==> config.mk <==
export PLATFORM = sky130hd
export DESIGN_NAME = rotary_encoder_setpoint_accel_top
export DESIGN_NICKNAME = d
export VERILOG_FILES = /design/src/hw/rtl/rese_pkg.sv /design/src/hw/rtl/rotary_encoder_setpoint_accel_top.sv
export SDC_FILE = /design/constraint.sdc
export NUM_CORES = 1
export LEC_CHECK = 0
export ABC_AREA = 1
export BUFFER_PORTS_ARGS = -buffer_cell sky130_fd_sc_hd__clkbuf_2
export CORE_UTILIZATION = 25
export DETAILED_ROUTE_END_ITERATION = 8
export PLACE_DENSITY = 0.46
export SLEW_MARGIN = 10
export SYNTH_ARGS = -nofsm -noshare
export SYNTH_HDL_FRONTEND = slang
export SYNTH_SLANG_ARGS = --single-unit
export TNS_END_PERCENT = 50
==> constraint.sdc <==
create_clock -name clk -period 4 [get_ports clk]
set_input_delay 0.6 -clock clk [delete_from_list [all_inputs] [get_ports clk]]
set_output_delay 0.6 -clock clk [all_outputs]
set_load 0.01 [all_outputs]
==> src/hw/rtl/rese_pkg.sv <==
`default_nettype none
package rese_pkg;

  localparam int SP_W       = 14;
  localparam int WIN_W      = 16;
  localparam int TICK_IN_W  = 16;
  localparam int CODE_W     = 2;
  localparam int CFG_IDX_W  = 2;
  localparam int CFG_DATA_W = 16;

  localparam logic [CFG_IDX_W-1:0] REG_MAX_SETPOINT = 2'd0;
  localparam logic [CFG_IDX_W-1:0] REG_FAST_WINDOW  = 2'd1;

  localparam logic [SP_W-1:0]  MAX_SETPOINT_RST = 14'd1000;
  localparam logic [WIN_W-1:0] FAST_WINDOW_RST  = 16'd2;

  localparam logic [SP_W-1:0] FINE_STEP   = 14'd10;
  localparam logic [SP_W-1:0] COARSE_STEP = 14'd100;

  // encoder transitions that move the setpoint
  localparam logic [CODE_W-1:0] UP_FROM   = 2'd0;
  localparam logic [CODE_W-1:0] UP_TO     = 2'd2;
  localparam logic [CODE_W-1:0] DOWN_FROM = 2'd1;
  localparam logic [CODE_W-1:0] DOWN_TO   = 2'd3;

  typedef struct packed {
    logic [CODE_W-1:0]    gray_code;
    logic [TICK_IN_W-1:0] tick_count;
  } sample_t;

  typedef struct packed {
    logic [SP_W-1:0] setpoint;
    logic            changed;
  } result_t;

endpackage
`default_nettype wire

==> src/hw/rtl/rotary_encoder_setpoint_accel_top.sv <==
// result: registered, valid in the cycle after its sample item is accepted
// throughput: one item per cycle while result_ready is high; the setpoint
//   update is a single add and compare stage feeding the result register
// reset: synchronous active-high rst clears setpoint, stored code and tick,
//   restores max_setpoint to 1000 and fast_window to 2
`default_nettype none
module rotary_encoder_setpoint_accel_top #(
  parameter int TICK_BITS = 16
) (
  input  wire                                 clk,
  input  wire                                 rst,
  input  wire                                 sample_valid,
  output logic                                sample_ready,
  input  rese_pkg::sample_t                   sample,
  output logic                                result_valid,
  input  wire                                 result_ready,
  output rese_pkg::result_t                   result,
  input  wire                                 cfg_valid,
  output logic                                cfg_ready,
  input  wire [rese_pkg::CFG_IDX_W-1:0]       cfg_index,
  input  wire [rese_pkg::CFG_DATA_W-1:0]      cfg_data
);
  import rese_pkg::*;

  localparam int GAP_EXT_W = TICK_BITS + WIN_W;

  logic [SP_W-1:0]      max_setpoint;
  logic [WIN_W-1:0]     fast_window;
  logic [CODE_W-1:0]    last_code;
  logic [SP_W-1:0]      setpoint_value;
  logic [TICK_BITS-1:0] last_change_tick;

  logic [SP_W-1:0]      setpoint_next;
  logic                 changed_next;
  logic [TICK_BITS+TICK_IN_W-1:0] tick_ext;
  logic [TICK_BITS-1:0] tick_in;
  logic [TICK_BITS-1:0] gap;
  logic [GAP_EXT_W-1:0] gap_ext;
  logic [GAP_EXT_W-1:0] win_ext;
  logic                 fast;
  logic                 code_diff;
  logic                 move_up;
  logic                 move_down;
  logic [SP_W:0]        sum_fine;
  logic [SP_W:0]        sum_coarse;
  logic [SP_W:0]        limit;
  logic                 accept;

  assign cfg_ready    = 1'b1;
  assign sample_ready = !result_valid || result_ready;
  assign accept       = sample_valid && sample_ready;

  // setpoint only ever moves by 10 or 100 from zero, so it is always a multiple of 10
  always_comb begin
    tick_ext   = {{TICK_BITS{1'b0}}, sample.tick_count};
    tick_in    = tick_ext[TICK_BITS-1:0];
    gap        = tick_in - last_change_tick;
    gap_ext    = {{WIN_W{1'b0}}, gap};
    win_ext    = {{TICK_BITS{1'b0}}, fast_window};
    fast       = gap_ext < win_ext;
    code_diff  = sample.gray_code != last_code;
    move_up    = (last_code == UP_FROM) && (sample.gray_code == UP_TO);
    move_down  = (last_code == DOWN_FROM) && (sample.gray_code == DOWN_TO);
    sum_fine   = {1'b0, setpoint_value} + {1'b0, FINE_STEP};
    sum_coarse = {1'b0, setpoint_value} + {1'b0, COARSE_STEP};
    limit      = {1'b0, max_setpoint};

    setpoint_next = setpoint_value;
    changed_next  = 1'b0;
    if (move_up && sum_fine <= limit) begin
      changed_next = 1'b1;
      if (fast && sum_coarse <= limit) begin
        setpoint_next = sum_coarse[SP_W-1:0];
      end else begin
        setpoint_next = sum_fine[SP_W-1:0];
      end
    end else if (move_down && setpoint_value >= FINE_STEP) begin
      changed_next = 1'b1;
      if (fast && setpoint_value >= COARSE_STEP) begin
        setpoint_next = setpoint_value - COARSE_STEP;
      end else begin
        setpoint_next = setpoint_value - FINE_STEP;
      end
    end
  end

  always_ff @(posedge clk) begin
    if (rst) begin
      max_setpoint     <= MAX_SETPOINT_RST;
      fast_window      <= FAST_WINDOW_RST;
      last_code        <= '0;
      setpoint_value   <= '0;
      last_change_tick <= '0;
      result_valid     <= 1'b0;
    end else begin
      if (cfg_valid && cfg_ready) begin
        case (cfg_index)
          REG_MAX_SETPOINT: max_setpoint <= cfg_data[SP_W-1:0];
          REG_FAST_WINDOW:  fast_window  <= cfg_data[WIN_W-1:0];
          default: ;
        endcase
      end
      if (accept) begin
        setpoint_value <= setpoint_next;
        if (code_diff) begin
          last_code        <= sample.gray_code;
          last_change_tick <= tick_in;
        end
        result_valid <= 1'b1;
      end else if (result_ready) begin
        result_valid <= 1'b0;
      end
    end
  end

  always_ff @(posedge clk) begin
    if (accept) begin
      result.setpoint <= setpoint_next;
      result.changed  <= changed_next;
    end
  end

endmodule
`default_nettype wire

==> results of run 1 <==
==> cell usage after synthesis, drive strengths merged, types with 2 or more instances <==
| cell type | count | area [sq um] |
|---|---|---|
| a211oi | 2 | 15.01 |
| a21o | 2 | 15.01 |
| a21oi | 83 | 430.4 |
| a31oi | 2 | 12.51 |
| and3 | 2 | 12.51 |
| buf | 17 | 156.4 |
| clkbuf | 17 | 63.81 |
| clkinv | 5 | 18.77 |
| conb | 2 | 7.510 |
| dfxtp | 62 | 1241 |
| edfxtp | 14 | 420.4 |
| ha | 64 | 800.8 |
| inv | 148 | 563.0 |
| nand2 | 216 | 848.3 |
| nand3 | 73 | 447.9 |
| nand3b | 6 | 45.04 |
| nand4 | 16 | 100.1 |
| nor2 | 64 | 265.3 |
| nor3 | 5 | 25.02 |
| o211ai | 8 | 60.06 |
| o21ai | 55 | 290.3 |
| o21bai | 2 | 15.01 |
| xnor2 | 5 | 43.79 |
| xor2 | 39 | 341.6 |
==> kinds of logic (layout without fill, tap and decap cells) <==
| kind of cell | count (synthesis) | after routing | synth area share |
|---|---|---|---|
| simple gates | 384 | 384 | 0.2790 |
| fa+ha+maj | 65 | 65 | 0.1304 |
| other cells | 2 | 2 | 0.001193 |
| flops | 76 | 76 | 0.2639 |
| buf+inv | 187 | 256 | 0.1274 |
| compound gates | 157 | 157 | 0.1369 |
| xor+xnor | 44 | 44 | 0.06121 |
==> final cells by class <==
cell class	count	area share
Inverter	153	0.07927
Clock buffer	12	0.03785
Sequential cell	76	0.2264
Clock inverter	4	0.004773
Tap cell	324	0.05523
Timing Repair Buffer	87	0.07330
Multi-Input combinational cell	652	0.5232
==> routing by layer <==
layer  track usage  part of all wire  vias up
met2        0.2334              0.45      102
li1              -                 -     3072
met4       0.05189             0.022        0
met5             0                 0        -
met1        0.1958              0.48     2613
met3       0.02789             0.043       25
==> power by group through the flow <==
stage | Clock, mW | Combinational (mW) | Sequential [mW]
6_report | 0.869 | 1.19 | 0.893
3_5_place_dp | 0 | 1.19 | 0.910
4_1_cts | 0.894 | 1.19 | 0.893
5_1_grt | 0.924 | 1.35 | 0.900
3_3_place_gp | 0 | 1.19 | 0.910
2_1_floorplan | 0 | 0.816 | 0.898
==> worst paths after layout <==
check / cells past startpoint / from / slack (ns) / endpoint
setup / recovery: 24 / sample[0] / 0.36 / result[11]
hold / removal: 2 / last_change_tick[3] / 0.46 / last_change_tick[3]
setup reg to reg: 26 / setpoint_value[3] / 0.40 / setpoint_value[7]
hold reg to reg: 2 / last_change_tick[3] / 0.46 / last_change_tick[3]
==> stage by stage <==
| step | util | worst slack [ns] | instances | hold WS (ns) | setup TNS, ns |
|---|---|---|---|---|---|
| final | 0.2992 | 0.3583 | 1308 | 0.4571 | 0 |
| after global placement | 0.2861 | -0.1139 | 1292 | 0.4434 | -1.994 |
| after floorplan | - | 0.1165 | 915 | 0.4331 | 0 |
| after detailed placement | 0.2861 | -0.1238 | 1292 | 0.4498 | -2.210 |
| after CTS | 0.2989 | 0.2298 | 1308 | 0.4606 | 0 |
| after global routing | 0.2992 | 0.04568 | 1308 | 0.4724 | 0 |
==> flip-flops by register name (all words and copies together) (netlist names) <==
| signal | flops |
|---|---|
| result | 14 |
| setpoint_value | 13 |
| last_code | 2 |
| fast_window | 16 |
| last_change_tick | 16 |
| result_valid | 1 |
| max_setpoint | 14 |
==> cell usage in the layout (no fill, tap or decap), types with 6 or more instances in the layout <==
| master | instances |
|---|---|
| nand3_2 | 14 |
| nand2_2 | 9 |
| a21oi_1 | 80 |
| inv_2 | 9 |
| nand3_1 | 58 |
| o211ai_1 | 8 |
| edfxtp_1 | 14 |
| dfxtp_1 | 62 |
| buf_4 | 29 |
| ha_1 | 64 |
| clkbuf_2 | 56 |
| o21ai_0 | 51 |
| nand3b_1 | 6 |
| clkbuf_16 | 10 |
| nor2_1 | 58 |
| nand4_1 | 16 |
| inv_1 | 136 |
| nand2_1 | 205 |
| xor2_1 | 39 |
==> worst register-to-register path: stages, from the launching register on <==
cell and delay [ns]:
dfxtp_1 0.40, inv_2 0.18, ha_1 0.17, nand2_1 0.06
nand2_2 0.11, nand2_1 0.11, nor2_1 0.27, nand2_1 0.14
xor2_1 0.24, inv_1 0.07, ha_1 0.29, nand2_1 0.07
inv_1 0.05, nand2_1 0.08, nor2_1 0.12, nand2_1 0.06
nand3_1 0.08, nand2_2 0.06, nand2_2 0.08, nand2_1 0.05
nand2_1 0.32, nand3_1 0.18, nand2_1 0.10, clkinv_1 0.08
nand3_1 0.07, nand2_1 0.06, inv_1 0.05
==> out/qor.yml, run 1 <==
port_buffers: 56
drive_above_1_share: 0.1565
cp-start-kind: "input port"
wl_per_cell_um: 13.84
synth_edf_count: 14
p_comb_frac: 0.403
initial_core_util: 0.2566
peakVddDrop_uv: 159.8
worst_hold_path_type: "flip-flop to flip-flop"
cts_hold_buf: 0
n_fill_cell: 2741
pwr-share-clk: 0.294
grt_usage: 0.1462
postSynthNetCount: 1021
ys_seq_elements: 76
max_stage_delay_ns: 0.39
critical_path_class: "input port to flip-flop"
hold_viol: 0
drt-initial-drc-count: 360
numClockSinks: 76
ios: 59
crit_chain: "clkbuf_2 -> inv_1 -> ha_1 -> fa_1 -> nand3b_1 -> nand3_1 -> a21oi_1 -> o21ai_2 -> nand2_1 -> nand2_1 -> nand3_1 -> nand2_1 -> xor2_1 -> ha_1 -> nand2_1 -> nor4_1 -> nand2_1 -> nand2_1 -> inv_2 -> nand2_2 -> buf_12 -> nand2_1 -> nand3_2 -> nand2_1"
status: "complete, no violations"
path_max_fanout: 7
root_buffer: "clkbuf_16"
leakage_nw: 3.711
drcViolationCount: 0
rsz0062_at_grt: "no"
drv_cap: 0
core_area_sq_um: 24530
crit_top_cell: "nand2_1"
ant_nets: 0
antenna_found_initial: 0
crit_slowest_cell: "fa_1"
clk_latency_ns: 0.35
powerDensity_nw_per_um2: 402.2
vias: 5812
cts_buffer_depth: 2
rows: 57
die_area_sq_um: 25820
nNetsFinal: 1085
cts_resized: 0
end_kind: "flip-flop"
slew_viol_final: 0
slew_headroom: 0.3619
dieWidth_um: 160.7
grt_pass1_vias: 5472
drt_wl_total_mm: 18.11
seq_area_frac_synth: 0.2639
clk_pin_slew_worst_paths_ns: 0.07
via_per_inst: 4.443
syn_area_sq_um: 6296
crit_required_ns: 4.11
worst-path-buf-inv: 4
area_delta_synth_final_pct: 16.57
area.sequential_sq_um: 1662
cts_max_level: 3
setup_viol: 0
switchingPower_mw: 1.142
min_period_ns: 3.642
finalCritPeriodShare: 0.9104
die_h_um: 160.7
p_sw_frac: 0.3870
synth-main-ff-cell: "dfxtp_1"
p_seq_frac: 0.303
grt_pass1_wl_mm: 29.59
place_congestion: 0.9080
post-cts-setup-buffer-count: 0
final_cell_area_sq_um: 7340
p_int_mw: 1.810
postPlaceCellArea_sq_um: 7019
worstMarginPinSlew_ns: 0.9544
worst_clock_skew_ns: 0.01186
grt_max_degree: 34
n_antenna_cell: 0
cts_tree: "yes"
synthDistinctLibCells: 46
syn_inst: 915
yosysWarnings: 0
numCtsBuffers: 9
avgSynthCellArea_sq_um: 6.881
first_pass_iters: 7
async_reset_ff_frac: 0
max_freq_ghz: 0.2746
place_hpwl_mm: 14.26
arrival_ns: 3.75
multi_input_area_sq_um: 3840
grt-ovfl-total: 0
total_power_mw: 2.952
cp_top_family: "simple AND/OR/NAND/NOR gates"
Note: power is estimated with default switching activity, not from simulation.
==> inputs of run 2 (changes only) <==
--- a/config.mk
+++ b/config.mk
@@ -8,8 +8,9 @@
 export ABC_AREA = 1
 export BUFFER_PORTS_ARGS = -buffer_cell sky130_fd_sc_hd__clkbuf_2
 export CORE_UTILIZATION = 25
+export CTS_CLUSTER_DIAMETER = 80
 export DETAILED_ROUTE_END_ITERATION = 8
-export PLACE_DENSITY = 0.46
+export PLACE_DENSITY = 0.52
 export SLEW_MARGIN = 10
 export SYNTH_ARGS = -nofsm -noshare
 export SYNTH_HDL_FRONTEND = slang
==> run 2 against run 1 <==
  * Fmax grew 0.45%
  * Global-route usage shrank 0.22 points
  * Count of clock-buffer cells in the layout decreased by 1
  * Clock skew down 0.0048 ns
  * Combinational power about the same
  * Sequential power is essentially flat
  * Flip-flop and latch count unchanged
  * First-iteration DRC count down 3.1%
  * Core utilization decreased by 0.23 points
==> out/qor.yml, run 2 (same netlist as run 1, synthesis figures left out) <==
grt_pass1_wl_mm: 29.13
crit_required_ns: 4.10
post-cts-setup-buffer-count: 0
leakage_nw: 3.683
drcViolationCount: 0
area_delta_synth_final_pct: 15.66
drt-initial-drc-count: 349
finalCritPeriodShare: 0.9064
nNetsFinal: 1081
drt_wl_total_mm: 17.70
reg2reg_slack_ns: 0.42
final_cell_mix: "nand2_1, inv_1, a21oi_1"
cts_max_level: 3
drive_above_1_share: 0.1531
clk_pin_slew_worst_paths_ns: 0.07
grt_max_degree: 38
die_area_sq_um: 25820
worst_hold_path_type: "flip-flop to flip-flop"
ant_nets: 0
powerDensity_nw_per_um2: 394.8
slew_headroom: 0.3418
hold_viol: 0
numCtsBuffers: 9
largestRegisters: "fast_window (16), last_change_tick (16)"
hold_path_end: "last_change_tick[3]"
max_freq_ghz: 0.2758
core_area_sq_um: 24530
total_power_mw: 2.875
grt-ovfl-total: 0
reg2regPathDepth: 20
end_kind: "flip-flop"
ios: 59
cts_hold_buf: 0
peakVddDrop_uv: 159.5
setup_viol: 0
cp-start-kind: "input port"
arrival_ns: 3.73
antenna_found_initial: 0
vias: 5808
place_ws_ns: -0.1062
rsz0062_at_grt: "no"
cts_resized: 0
via_per_inst: 4.454
die_h_um: 160.7
grt_pass1_vias: 5542
critical_path_class: "input port to flip-flop"
cts_tree: "yes"
worstReg2RegEnd: "result[5]"
first_pass_iters: 5
place_hpwl_mm: 13.77
cts_buffer_depth: 2
final_common_cell: "nand2_1"
port_buffers: 56
worst_clock_skew_ns: 0.007084
path_max_fanout: 5
initial_core_util: 0.2566
worst_slack_ns: 0.3745
place_congestion: 0.8681
grt_usage: 0.1440
clk_latency_ns: 0.35
whs_path_depth: 2
status: "complete, no violations"
n_antenna_cell: 0
root_buffer: "clkbuf_16"
slew_viol_final: 0
r2r-start: "last_change_tick[2]"
rows: 57
min_period_ns: 3.625
dieWidth_um: 160.7
drv_cap: 0
worstMarginPinSlew_ns: 0.9846
numClockSinks: 76
wl_per_cell_um: 13.57
hp-start: "last_change_tick[3]"
## run 2: layout make-up
cell class	count	area, sq um
Fill cell	2737	17250
Sequential cell	76	1662
Timing Repair Buffer	83	508.0
Clock buffer	11	252.7
Tap cell	324	405.4
Multi-Input combinational cell	652	3839
Inverter	153	581.8
Clock inverter	5	33.78
## run 2: worst max-delay path by stage
| stage | from | end | slack [ns] | cells after the start |
|---|---|---|---|---|
| 3_5_place_dp | sample[0] | result[5] | -0.11 | 24 |
| 4_1_cts | sample[0] | setpoint_value[4] | 0.24 | 26 |
| 5_1_grt | sample[0] | result[5] | 0.07 | 24 |
| 6_report | sample[0] | result[5] | 0.37 | 24 |
| 2_1_floorplan | sample[0] | result[2] | 0.12 | 24 |
| 3_3_place_gp | sample[0] | setpoint_value[4] | -0.10 | 26 |
## run 2: power breakdown
part | switching (mW) | internal (mW) | total, mW
logic | 0.718 | 0.454 | 1.17
clock network | 0.354 | 0.456 | 0.810
registers | 0.0434 | 0.850 | 0.893
## run 2: through the flow
| stage | util | TNS [ns] | instances | hold WS, ns | instance area, sq um |
|---|---|---|---|---|---|
| after floorplan | - | 0 | 915 | 0.4331 | 6296 |
| after global placement | 0.2849 | -0.6334 | 1288 | 0.4432 | 6989 |
| after detailed placement | 0.2849 | -0.9013 | 1288 | 0.4522 | 6989 |
| after CTS | 0.2966 | 0 | 1304 | 0.4627 | 7276 |
| after global routing | 0.2968 | 0 | 1304 | 0.4671 | 7282 |
| final | 0.2968 | 0 | 1304 | 0.4576 | 7282 |
## run 2: routing by layer
layer / vias up / wire length (um) / global-route usage
li1: 3069 / - / -
met1: 2598 / 8420 / 0.1897
met2: 118 / 8003 / 0.2318
met3: 23 / 858 / 0.02867
met4: 0 / 418 / 0.05360
met5: - / 0 / 0
## run 2: worst max-delay path, cell delays in order
cell and delay (ns):
clkbuf_2 0.07, inv_1 0.05, ha_1 0.22, fa_1 0.38
nand3b_1 0.17, nand3_1 0.10, a21oi_1 0.10, o21ai_1 0.17
nand2_1 0.07, nand2_1 0.07, nand3_1 0.06, nand2_1 0.07
xor2_1 0.06, ha_1 0.27, nand2_1 0.07, nor4_1 0.31
nand2_1 0.17, nand2_1 0.14, inv_2 0.06, nand2_2 0.14
buf_12 0.13, nand2_1 0.04, nand3_1 0.12, nand2_1 0.08
